--- config.mk ---
export PLATFORM = sky130hd
export DESIGN_NAME = held_note_tracker_top
export DESIGN_NICKNAME = d
export VERILOG_FILES = /design/src/rtl/core/hnt_pkg.sv /design/src/rtl/core/hnt_cell.sv /design/src/rtl/core/held_note_tracker_top.sv
export VERILOG_INCLUDE_DIRS = /design/src /design/src/rtl/core
export SDC_FILE = /design/constraint.sdc
export NUM_CORES = 1
export LEC_CHECK = 0
export BUFFER_PORTS_ARGS = -buffer_cell sky130_fd_sc_hd__buf_2
export CORE_AREA = 2 2 209 262
export DETAILED_ROUTE_END_ITERATION = 10
export DIE_AREA = 0 0 211 264
export PLACE_DENSITY = 0.67
export SYNTH_ARGS = -nofsm -noshare
export SYNTH_HDL_FRONTEND = slang
export SYNTH_SLANG_ARGS = --single-unit
--- constraint.sdc ---
create_clock -name clk -period 4.3 [get_ports clk]
set_input_delay 1.29 -clock clk [delete_from_list [all_inputs] [get_ports clk]]
set_output_delay 1.29 -clock clk [all_outputs]
set_load 0.1 [all_outputs]
--- src/rtl/core/held_note_tracker_top_defines.svh ---
// assertion macros for the held note tracker
// used by held_note_tracker_top, expects clk and arst_n in scope
`ifndef HELD_NOTE_TRACKER_TOP_DEFINES_SVH
`define HELD_NOTE_TRACKER_TOP_DEFINES_SVH

// property holds on every clock edge outside reset
`define HNT_ASSERT_ALWAYS(label, cond, msg) \
	label: assert property (@(posedge clk) disable iff (!arst_n) (cond)) else $error(msg);

// trigger in one cycle implies outcome in the next
`define HNT_ASSERT_NEXT(label, trig, outcome, msg) \
	label: assert property (@(posedge clk) disable iff (!arst_n) (trig) |=> (outcome)) \
		else $error(msg);

`endif

--- src/rtl/core/hnt_pkg.sv ---
// shared types and constants of the held note tracker
// no dependencies
package hnt_pkg;

	localparam int TABLE_DEPTH_DEF = 32;
	localparam int MAX_RESULTS = 32;
	localparam logic [6:0] VELOCITY_AT_RESET = 7'd100;

	localparam logic [1:0] OP_TRANSPORT = 2'd0;
	localparam logic [1:0] OP_NOTE_OFF = 2'd1;
	localparam logic [1:0] OP_NOTE_ON = 2'd2;

	localparam logic [1:0] RS_STOPPED = 2'd0;
	localparam logic [1:0] RS_FIRST_TICK = 2'd1;
	localparam logic [1:0] RS_RUNNING = 2'd2;
	localparam logic [1:0] RS_RESET = 2'd3;

	typedef struct packed {
		logic [3:0] channel;
		logic [6:0] key;
	} entry_t;

	typedef struct packed {
		logic rotate;
		logic purge;
		logic append;
		entry_t new_entry;
		entry_t match;
	} cell_ctrl_t;

endpackage

--- src/rtl/core/hnt_cell.sv ---
// one slot of the held note chain: holds an entry, shifts from its right neighbor
// depends on hnt_pkg
module hnt_cell #(
	parameter int COUNT_W = 6,
	parameter int INDEX = 0
) (
	input  logic               clk,
	input  hnt_pkg::cell_ctrl_t ctrl,
	input  logic [COUNT_W-1:0] count,
	input  hnt_pkg::entry_t    right,
	input  logic               shift_in,
	output logic               shift_out,
	output hnt_pkg::entry_t    entry
);
	import hnt_pkg::*;

	entry_t entry_q;
	logic   occupied;
	logic   hit;

	assign occupied  = COUNT_W'(INDEX) < count;
	assign hit       = ctrl.purge && occupied && (entry_q == ctrl.match);
	assign shift_out = shift_in || hit;
	assign entry     = entry_q;

	always_ff @(posedge clk) begin
		if (ctrl.rotate || (ctrl.purge && shift_out)) begin
			entry_q <= right;
		end else if (ctrl.append && (count == COUNT_W'(INDEX))) begin
			entry_q <= ctrl.new_entry;
		end
	end

endmodule

--- src/rtl/core/held_note_tracker_top.sv ---
// note event: while running, its result is in the output register the cycle after acceptance
// note-off purge: the chain shifts out one match a cycle until no held entry matches
// transport flush: the chain rotates once fully, one result per cycle for at most MAX_RESULTS
// held entries, first via state then output register; stalls hold rotation while emitting
// arst_n clears held count, run flag, output valid; restart velocity to 100; table undefined
`include "held_note_tracker_top_defines.svh"

module held_note_tracker_top #(
	parameter int TABLE_DEPTH = hnt_pkg::TABLE_DEPTH_DEF
) (
	input  logic       clk,
	input  logic       arst_n,
	input  logic       cfg_wr_en,
	input  logic [6:0] cfg_wr_data,
	input  logic       in_valid,
	output logic       in_stall,
	input  logic [1:0] operation,
	input  logic [1:0] run_state,
	input  logic [3:0] channel,
	input  logic [6:0] key,
	input  logic [6:0] velocity,
	output logic       out_valid,
	input  logic       out_stall,
	output logic       is_note_on,
	output logic [3:0] out_channel,
	output logic [6:0] out_key,
	output logic [6:0] out_velocity,
	output logic       dropped,
	output logic       last
);
	import hnt_pkg::*;

	localparam int CNT_W = $clog2(TABLE_DEPTH + 1);
	localparam int MAX_LEN = (TABLE_DEPTH < MAX_RESULTS) ? TABLE_DEPTH : MAX_RESULTS;

	typedef enum logic [1:0] {
		ST_IDLE,
		ST_FLUSH,
		ST_PURGE
	} state_t;

	state_t           state_q;
	logic [CNT_W-1:0] count_q;
	logic [CNT_W-1:0] step_q;
	logic [CNT_W-1:0] flush_len_q;
	logic             was_running_q;
	logic [6:0]       restart_vel_q;
	logic             flush_on_q;
	logic [6:0]       flush_vel_q;
	entry_t           match_q;
	logic             out_valid_q;
	logic             out_on_q;
	entry_t           out_entry_q;
	logic [6:0]       out_vel_q;
	logic             out_drop_q;
	logic             out_last_q;

	cell_ctrl_t       ctrl;
	entry_t           cell_entry [TABLE_DEPTH];
	logic [TABLE_DEPTH:0] shift_chain;
	logic             any_hit;
	logic             out_free;
	logic             accept;
	logic             running_in;
	logic             emitting;
	logic             full;
	logic [CNT_W-1:0] flush_len;
	entry_t           in_entry;

	assign out_free   = !out_valid_q || !out_stall;
	assign in_stall   = (state_q != ST_IDLE) || !out_free;
	assign accept     = in_valid && !in_stall;
	assign running_in = (run_state == RS_FIRST_TICK) || (run_state == RS_RUNNING);
	assign emitting   = step_q < flush_len_q;
	assign full       = count_q == CNT_W'(TABLE_DEPTH);
	assign flush_len  = (count_q > CNT_W'(MAX_LEN)) ? CNT_W'(MAX_LEN) : count_q;
	assign in_entry   = '{channel: channel, key: key};

	always_comb begin
		ctrl           = '0;
		ctrl.rotate    = (state_q == ST_FLUSH) && (!emitting || out_free);
		ctrl.purge     = state_q == ST_PURGE;
		ctrl.append    = accept && (operation == OP_NOTE_ON) && was_running_q && !full;
		ctrl.new_entry = in_entry;
		ctrl.match     = match_q;
	end

	assign shift_chain[0] = 1'b0;
	assign any_hit        = shift_chain[TABLE_DEPTH];

	for (genvar i = 0; i < TABLE_DEPTH; i++) begin : g_cell
		hnt_cell #(
			.COUNT_W (CNT_W),
			.INDEX   (i)
		) u_cell (
			.clk       (clk),
			.ctrl      (ctrl),
			.count     (count_q),
			.right     (cell_entry[(i + 1) % TABLE_DEPTH]),
			.shift_in  (shift_chain[i]),
			.shift_out (shift_chain[i+1]),
			.entry     (cell_entry[i])
		);
	end

	always_ff @(posedge clk or negedge arst_n) begin
		if (!arst_n) begin
			state_q       <= ST_IDLE;
			count_q       <= '0;
			step_q        <= '0;
			flush_len_q   <= '0;
			was_running_q <= 1'b0;
			restart_vel_q <= VELOCITY_AT_RESET;
			flush_on_q    <= 1'b0;
			flush_vel_q   <= '0;
			match_q       <= '0;
			out_valid_q   <= 1'b0;
			out_on_q      <= 1'b0;
			out_entry_q   <= '0;
			out_vel_q     <= '0;
			out_drop_q    <= 1'b0;
			out_last_q    <= 1'b0;
		end else begin
			if (cfg_wr_en) begin
				restart_vel_q <= cfg_wr_data;
			end
			if (out_valid_q && !out_stall) begin
				out_valid_q <= 1'b0;
			end
			unique case (state_q)
				ST_IDLE: begin
					if (accept) begin
						case (operation)
							OP_TRANSPORT: begin
								was_running_q <= running_in;
								flush_len_q   <= flush_len;
								step_q        <= '0;
								if (!running_in) begin
									flush_on_q  <= 1'b0;
									flush_vel_q <= '0;
									if (was_running_q && (count_q != '0)) begin
										state_q <= ST_FLUSH;
									end
									if (run_state == RS_RESET) begin
										count_q <= '0;
									end
								end else if (!was_running_q && (count_q != '0)) begin
									flush_on_q  <= 1'b1;
									flush_vel_q <= restart_vel_q;
									state_q     <= ST_FLUSH;
								end
							end
							OP_NOTE_OFF: begin
								if (was_running_q) begin
									out_valid_q <= 1'b1;
									out_on_q    <= 1'b0;
									out_entry_q <= in_entry;
									out_vel_q   <= '0;
									out_drop_q  <= 1'b0;
									out_last_q  <= 1'b1;
									match_q     <= in_entry;
									state_q     <= ST_PURGE;
								end
							end
							OP_NOTE_ON: begin
								if (was_running_q) begin
									out_valid_q <= 1'b1;
									out_on_q    <= 1'b1;
									out_entry_q <= in_entry;
									out_vel_q   <= velocity;
									out_drop_q  <= full;
									out_last_q  <= 1'b1;
									if (!full) begin
										count_q <= count_q + CNT_W'(1);
									end
								end
							end
							default: ;
						endcase
					end
				end
				ST_FLUSH: begin
					if (ctrl.rotate) begin
						step_q <= step_q + CNT_W'(1);
						if (emitting) begin
							out_valid_q <= 1'b1;
							out_on_q    <= flush_on_q;
							out_entry_q <= cell_entry[0];
							out_vel_q   <= flush_vel_q;
							out_drop_q  <= 1'b0;
							out_last_q  <= (step_q + CNT_W'(1)) == flush_len_q;
						end
						if (step_q == CNT_W'(TABLE_DEPTH - 1)) begin
							state_q <= ST_IDLE;
						end
					end
				end
				ST_PURGE: begin
					if (any_hit) begin
						count_q <= count_q - CNT_W'(1);
					end else begin
						state_q <= ST_IDLE;
					end
				end
				default: state_q <= ST_IDLE;
			endcase
		end
	end

	assign out_valid    = out_valid_q;
	assign is_note_on   = out_on_q;
	assign out_channel  = out_entry_q.channel;
	assign out_key      = out_entry_q.key;
	assign out_velocity = out_vel_q;
	assign dropped      = out_drop_q;
	assign last         = out_last_q;

	`HNT_ASSERT_ALWAYS(a_count_bound, count_q <= CNT_W'(TABLE_DEPTH), "held count beyond table depth")
	`HNT_ASSERT_NEXT(a_append_count, ctrl.append, count_q == $past(count_q) + CNT_W'(1), "append did not grow the count")
	`HNT_ASSERT_NEXT(a_purge_done, (state_q == ST_PURGE) && !any_hit, state_q == ST_IDLE, "purge did not end without a match")

endmodule

Word-level counts from Yosys, hierarchy flattened

Cells that the tools add are included.

Equality and inequality tests: 93
$lt $le $gt $ge: 34
Add/subtract/negate cells: 3
Mux-type cells: 129
Reductions and logical operators: 258

Operators with widths:

| kind                                                       | number |
|---|---|
| 2-to-1 mux 11 bit                                          | 69 |
| == test 11 bit                                             | 32 |
| logical AND 1 bit                                          | 136 |
| == test 6 x 5 -> 1 bit (second input constant)             | 17 |
| less-than comparator 5 x 6 -> 1 bit (first input constant) | 16 |
| nonzero test 2 bit                                         | 35 |
| logical OR 1 bit                                           | 67 |
| 2-to-1 mux 6 bit                                           | 10 |
| 2-to-1 mux 7 bit                                           | 7 |
| == test 6 x 4 -> 1 bit (second input constant)             | 8 |
| less-than comparator 4 x 6 -> 1 bit (first input constant) | 8 |
| case mux 6 bit (2 select lines)                            | 3 |
| case mux 7 bit (2 select lines)                            | 2 |
| == test 6 x 3 -> 1 bit (second input constant)             | 4 |
| less-than comparator 3 x 6 -> 1 bit (first input constant) | 4 |
| case mux 11 bit (2 select lines)                           | 1 |
| 2-to-1 mux 1 bit                                           | 21 |
| 2-to-1 mux 2 bit                                           | 8 |
| AND reduction 8 bit                                        | 2 |
| inequality test 3 bit (second input constant)              | 5 |
| adder 6 x 1 -> 6 bit (second input constant)               | 2 |
| == test 6 x 2 -> 1 bit (second input constant)             | 2 |
| less-than comparator 1 x 6 -> 1 bit (first input constant) | 2 |
| less-than comparator 2 x 6 -> 1 bit (first input constant) | 2 |
| other kinds (25)                                           | 54 |

Output and inout bits: 23
Bits in registers: 421
Input bits: 34

Logic depth before layout (Yosys ltp)

Word-level depth: 37
Depth in mapped cells: 13
Mapped depth without buffers: 10

Modules after synthesis

A second synthesis with hierarchy kept.

Cells, all modules: 1921
Area total of the unflattened synthesis: 25822.3 µm²

Modules (own cells, without submodules):

| module                           | area an instance (µm²) | cells each | instances | sequential area each (µm²) |
|---|---|---|---|---|
| held_note_tracker_top            | 3759.9                 | 367        | 1         | 1730.4 |
| hnt_cell at g_cell[1].u_cell ... | 706.9                  | 46         | 2         | 330.3 |
| hnt_cell at g_cell[15].u_cell    | 863.3                  | 88         | 1         | 330.3 |
| hnt_cell at g_cell[31].u_cell    | 740.7                  | 62         | 1         | 330.3 |
| hnt_cell at g_cell[6].u_cell     | 715.7                  | 45         | 1         | 330.3 |
| hnt_cell at g_cell[16].u_cell    | 714.4                  | 51         | 1         | 330.3 |
| hnt_cell at g_cell[14].u_cell    | 709.4                  | 45         | 1         | 330.3 |
| hnt_cell at g_cell[11].u_cell    | 700.7                  | 47         | 1         | 330.3 |
| hnt_cell at g_cell[29].u_cell    | 699.4                  | 45         | 1         | 330.3 |
| hnt_cell at g_cell[8].u_cell     | 699.4                  | 48         | 1         | 330.3 |
| hnt_cell at g_cell[23].u_cell    | 696.9                  | 46         | 1         | 330.3 |
| hnt_cell at g_cell[10].u_cell    | 695.7                  | 51         | 1         | 330.3 |
| hnt_cell at g_cell[0].u_cell     | 693.2                  | 50         | 1         | 330.3 |
| hnt_cell at g_cell[18].u_cell    | 693.2                  | 46         | 1         | 330.3 |
| 18 more rows                     | n/a                    | n/a        | n/a       | n/a |

Worst setup path after synthesis

Ideal clock, no wire load.

Path kind: in2reg
Start point: input out_stall
End point: register g_cell[16].u_cell.entry_q (netlist bit g_cell[16].u_cell.entry[0]) (enable)
Required time: 3.899 ns
Setup time: 0.401 ns
Slack: 0.517 ns
Arrival time: 3.382 ns
Path buffers: 3
Cell stages on the path: 11
Cell sequence: nand2_1 -> nor4_1 -> and3_1 -> o211a_1 -> buf_2 -> and3_1 -> buf_2 -> nand2_1 -> nor2_1 -> buf_2 -> o21ai_0

Word-level cells in the longest chain between the ends: 11

RTL lines:

| what                            | line                        | text |
|---|---|---|
| start, declared                 | held_note_tracker_top.sv:23 | `input logic out_stall,` |
| logical NOT 1 bit *             | held_note_tracker_top.sv:70 | `assign out_free = !out_valid_q \|\| !out_stall;` |
| logical OR 1 bit *              | held_note_tracker_top.sv:70 |  |
| logical NOT 1 bit               | held_note_tracker_top.sv:71 | `assign in_stall = (state_q != ST_IDLE) \|\| !out_free;` |
| logical OR 1 bit                | held_note_tracker_top.sv:71 |  |
| logical NOT 1 bit               | held_note_tracker_top.sv:72 | `assign accept = in_valid && !in_stall;` |
| logical AND 1 bit               | held_note_tracker_top.sv:72 |  |
| logical AND 1 bit (3 in series) | held_note_tracker_top.sv:83 | `ctrl.append = accept && (operation == OP_NOTE_ON) && was_running_q && !full;` |
| logical AND 1 bit               | hnt_cell.sv:29              | `end else if (ctrl.append && (count == COUNT_W'(INDEX))) begin` |
| nonzero test 2 bit (no line) *  | n/a                         |  |
| end signal, assigned            | hnt_cell.sv:28              | `entry_q <= right;` |
| end signal, assigned            | hnt_cell.sv:30              | `entry_q <= ctrl.new_entry;` |
| end, declared                   | hnt_cell.sv:17              | `entry_t entry_q;` |

Mark *: on every way between the ends. The rest lies on a longest branch, timed or not.
A chain may end at the register's enable or synchronous reset.

Worst setup path in the final report

Start point: register count_q[1]
End point: register g_cell[31].u_cell.entry_q (netlist bit g_cell[31].u_cell.entry[3]) (enable)

Word-level cells in the longest chain between the ends: 37

RTL lines:

| what                                | line                         | text |
|---|---|---|
| start, declared                     | held_note_tracker_top.sv:43  | `logic [CNT_W-1:0] count_q;` |
| start signal, assigned              | held_note_tracker_top.sv:174 | `count_q <= count_q + CNT_W'(1);` |
| start signal, assigned              | held_note_tracker_top.sv:200 | `count_q <= count_q - CNT_W'(1);` |
| less-than comparator 1 x 6 -> 1 bit | hnt_cell.sv:21               | `assign occupied = COUNT_W'(INDEX) < count;` |
| logical AND 1 bit (2 in series)     | hnt_cell.sv:22               | `assign hit = ctrl.purge && occupied && (entry_q == ctrl.match);` |
| logical OR 1 bit (31 in series)     | hnt_cell.sv:23               | `assign shift_out = shift_in \|\| hit;` |
| logical AND 1 bit                   | hnt_cell.sv:27               | `if (ctrl.rotate \|\| (ctrl.purge && shift_out)) begin` |
| logical OR 1 bit                    | hnt_cell.sv:27               |  |
| nonzero test 2 bit (no line) *      | n/a                          |  |
| end signal, assigned                | hnt_cell.sv:28               |  |
| end signal, assigned                | hnt_cell.sv:30               |  |
| end, declared                       | hnt_cell.sv:17               |  |

Marked as above.

==> results by stage <==
Run:
- The tool flagged a number of max-cap violations equal to 0.

GRT:
- The total overflow reported by the global router is 0.
- The via count of the first global-routing pass is 16,200.
- The first global-routing pass estimated 101,000 microns of wire.
- The initial antenna violation count is 1.
- The largest net degree at the start of global routing is 70.
- Global routing used 23.8% of the available tracks.

Detailed routing:
- The highest layer touched by signal routing is met4.
- The first routing iteration left 1,520 violations.
- The detailed router placed 15,800 vias in this run.
- In the routed design, unresolved DRC markers number 0.
- Summed over all nets, wire length on met3 after detailed routing comes to 4220 microns.
- In this run the remaining antenna-violating nets after routing total 0.
- For this block, wires on met1 add up to 26,400 microns.
- Summed over all nets, wire length on met2 after detailed routing comes to 33,300 microns.
- The wire length per cell is 25.0 microns.
- For this run, the detailed router's first-pass iteration total came to 5.
- The final layout contains routed wiring with a total length of 66,400 microns.
- In the routed layout, each cell is associated on average with a via count of 5.93.

Timing:
- The final setup violation count is 0.
- The final critical-path required period is 4120 ps.
- The minimum setup slack in the final design is 178 ps.
- The final hold slack is 492 ps.
- At the pin with the least slew margin, the transition time is 1210 ps.
- Of the available clock period, the critical path in the final layout requires 95.9%.
- The count of endpoints failing hold in the final timing report came to 0.
- In the final timing run, aggregate negative setup slack is 0 ps.
- Setup repair after global routing left no endpoint under its margin.
- For this run, the top clock speed supported by timing is 243 MHz.
- In this run the tightest slew margin relative to its limit is 18.9%.
- The worst clock skew on the final layout is 22.4 ps.
- The max-slew violation count came to 0.

Yosys:
- The multiplexer fraction of the synthesized cell area is 16.9%.
- Synthesis instantiated 72 different standard cells from the library.
- Counting flops with an async set or reset pin after synthesis yields a share of 16.4%.
- The synthesized area per cell is 12.5 sq um.
- Summing the areas of all xor and xnor instances in the mapped netlist gives 13.4% of the synthesized area.
- The synthesized netlist devotes 9.36% of its cell area to simple gates.
- Summing the areas of all fa, ha and maj instances in the mapped netlist gives 0.847% of the synthesized area.
- After synthesis, the largest family of logic cells by area is multiplexers.
- The warning count from the yosys run is 0.
- The number of synthesized register bits is 421.
- The compound-cell area share of the yosys netlist is 4.04%.
- The synthesized cell area is 23,600 sq um.
- The portion of synthesized cell area occupied by the leading cell type is 44.7%.
- Sequential elements use 52.0% of the synthesized area.
- The largest area contributor in the netlist is sky130_fd_sc_hd__edfxtp_1.
- The number of standard cells after synthesis is 1,885.
- Yosys mapped a number of flops with a built-in enable equal to 352.
- Sorting the synthesized cells by area gives the leading types as sky130_fd_sc_hd__edfxtp_1 45%, sky130_fd_sc_hd__mux2_2 16%, sky130_fd_sc_hd__xor2_1 8.7%.
- The commonest register cell after synthesis is sky130_fd_sc_hd__edfxtp_1.
- The post-synth net total is 1,935.

Cells and area:
- The number of antenna diodes is 0.
- The number of filler instances in the final layout is 4,602.
- The net count of the finished layout is 1,995.
- Compared with the post-synthesis result, the final layout area differs by 11.6%.
- In the final layout, the share of cells above drive strength 1 is 31.2%.
- The final cell count without fillers is 2,660.
- The sequential standard cell area is 12,300 sq um.
- In the final layout, the multi-input gates occupy 10,600 sq um.

Setup path:
- The critical path data required time is 4490 ps.
- Data on the critical path arrives at its endpoint at 4310 ps.
- The beginning of the critical path is count_q[1].
- The minimum setup slack among reg-to-reg paths is 180 ps.
- The worst setup path is captured at a flop.
- The startpoint-to-endpoint class of the critical path is reg2reg.
- The worst flop-to-flop path startpoint is count_q[1].
- STA classifies the critical path startpoint as a flop.
- The worst flop-to-flop path endpoint is g_cell[31].u_cell.entry[3].
- The worst-path maximum fanout is 11.
- The worst register-to-register path has a depth of 10.

Die:
- Row generation in the floorplan step produced 95 rows.
- For this configuration, the core starts out at a cell density of 44.3%.
- The core region is 53,400 sq um.
- The floorplan step set the die height to 264 microns.
- The die covers 55,700 sq um.
- The horizontal die dimension is 211 microns.
- 57 I/O pins were placed.

Power and ir drop:
- The final total power is 24,000 uW.
- The highest ir drop seen on vdd is 552 uV.
- In this run the power density over the cells is 911 nW/um^2.
- The leakage power figure is 0.00989 uW.

Min path:
- In this run the most critical hold path is launched from flush_len_q[4].
- The depth of the worst hold-timing path is 2.
- The endpoint of the worst hold path is flush_len_q[4].
- The path class of the lowest-slack min-delay path is reg2reg.

Clock network:
- The CTS tree is done.
- The clock sink total is 421.
- The buffer count from post-CTS setup fixing is 0.
- The clock passes through at most 3 buffers.
- In this run, CTS created clock tree buffers numbering 45.
- The insertion delay of the later-clocked pin in the worst-skew pair is 590 ps.
- Clock tree synthesis selected as its root buffer the cell sky130_fd_sc_hd__clkbuf_16.
- After clock tree synthesis, the clock-pin slew on the worst setup and hold paths is 60 ps.
- The total number of H-tree levels is 2.

Placement:
- The worst setup timing slack at the placement stage is 5.67 ps.
- The number of placed instances, taps included, is 2,577.
- The detailed placer's ending HPWL is 45,200 microns.
- The weighted congestion at the end of routability-driven global placement is 0.908.
- The number of input and output port buffers inserted is 56.

Outcome:
- The run finished with clean final reports.
==> cell usage after synthesis, drive strengths merged (3+ instances only) <==
master / instances
nor4: 63
ha: 16
o211ai: 3
nand3b: 3
xor2: 235
a21o: 5
nor3b: 4
edfxtp: 352
o21ai: 40
o31ai: 5
dfrtp: 66
o2111ai: 4
or3: 11
nand3: 35
buf: 84
or4: 3
a31o: 5
clkbuf: 60
dfstp: 3
nor2: 62
nand2b: 6
inv: 21
o21bai: 8
and2: 4
a21oi: 8
a2111oi: 5
nor3: 23
mux2: 351
nand4: 48
xnor2: 126
a31oi: 26
a22o: 10
and3: 9
nand2: 147
or2: 6
o22ai: 3
==> cell type report <==
| class | instances | share of cell area [%] |
|---|---|---|
| multi-input combinational | 1299 | 40.1 |
| clock inverter | 24 | 0.583 |
| clock buffer | 59 | 4.91 |
| inverter | 21 | 0.299 |
| sequential | 421 | 46.7 |
| tap | 679 | 3.22 |
| timing repair buffer | 157 | 4.27 |
==> power breakdown <==
| group | switching, uW | total [uW] | internal [uW] |
|---|---|---|---|
| clock | 1690 | 3880 | 2190 |
| combinational | 5790 | 10500 | 4740 |
| sequential | 1960 | 9630 | 7670 |
==> what timing repair did <==
action,CTS,global route
gates resized for setup,0,6
setup endpoints to repair,0,121
hold buffers,0,0
==> kinds of logic (layout without fill, tap and decap cells) <==
logic type               count (synthesis)  in the layout
AO/OA/AOI/OAI                          137            137
XOR/XNOR                               361            361
adder cells (fa/ha/maj)                 16             16
buffers and inverters                  165            261
flip-flops                             421            421
multiplexers                           352            352
AND/OR/NAND/NOR                        433            433
==> flip-flops by register name, indices dropped and copies added (netlist names), 2 cells and up <==
name                 flops
restart_vel_q            7
out_velocity             7
state_q                  2
count_q                  6
step_q                   6
flush_len_q              6
ctrl                    11
flush_vel_q              7
out_key                  7
g_cell.u_cell.entry    352
out_channel              4
==> layout by cell type, fill, tap and decap left out, types with 16 or more instances in the layout <==
cell,instances
sky130_fd_sc_hd__xor2_1,235
sky130_fd_sc_hd__nor2_1,59
sky130_fd_sc_hd__nor3_1,19
sky130_fd_sc_hd__buf_2,56
sky130_fd_sc_hd__o21ai_0,39
sky130_fd_sc_hd__dfrtp_1,55
sky130_fd_sc_hd__edfxtp_1,352
sky130_fd_sc_hd__nand2_1,147
sky130_fd_sc_hd__nor4_1,63
sky130_fd_sc_hd__buf_4,94
sky130_fd_sc_hd__xnor2_1,126
sky130_fd_sc_hd__clkbuf_16,50
sky130_fd_sc_hd__mux2_2,340
sky130_fd_sc_hd__nand4_1,48
sky130_fd_sc_hd__a31oi_1,26
sky130_fd_sc_hd__inv_1,21
sky130_fd_sc_hd__ha_1,16
sky130_fd_sc_hd__nand3_1,33
==> critical path, stage by stage (launching register included) <==
cell	delay [ps]
sky130_fd_sc_hd__dfrtp_1	450
sky130_fd_sc_hd__inv_1	280
sky130_fd_sc_hd__ha_1	440
sky130_fd_sc_hd__nand3b_1	170
sky130_fd_sc_hd__o2111ai_2	230
sky130_fd_sc_hd__o22ai_1	190
sky130_fd_sc_hd__a2111oi_4	460
sky130_fd_sc_hd__nand3_4	220
sky130_fd_sc_hd__buf_4	270
sky130_fd_sc_hd__or4_4	530
sky130_fd_sc_hd__o21bai_1	480
==> through the flow <==
| stage | instance area (sq um) | utilization, % |
|---|---|---|
| finish | 26400 | 49.4 |
| global route | 26400 | 49.4 |
| CTS | 26400 | 49.4 |
| detailed placement | 24900 | 46.7 |
| global placement | 24900 | 46.7 |
| floorplan | 23600 | - |
==> worst max path at each step <==
stage | end | slack [ps]
after detailed placement | g_cell[25].u_cell.entry[8] | 6
after CTS | g_cell[23].u_cell.entry[1] | 30
after global placement | g_cell[25].u_cell.entry[8] | 40
after floorplan | g_cell[16].u_cell.entry[0] | 520
after global routing | g_cell[31].u_cell.entry[3] | 40
final | g_cell[31].u_cell.entry[3] | 180
==> metal layers <==
layer	vias up	track usage, %
met5	-	0
met4	0	9.02
met3	152	3.42
met2	671	41.2
met1	7960	29.9
li1	6999	-
Note: power is estimated with default switching activity, not from simulation.
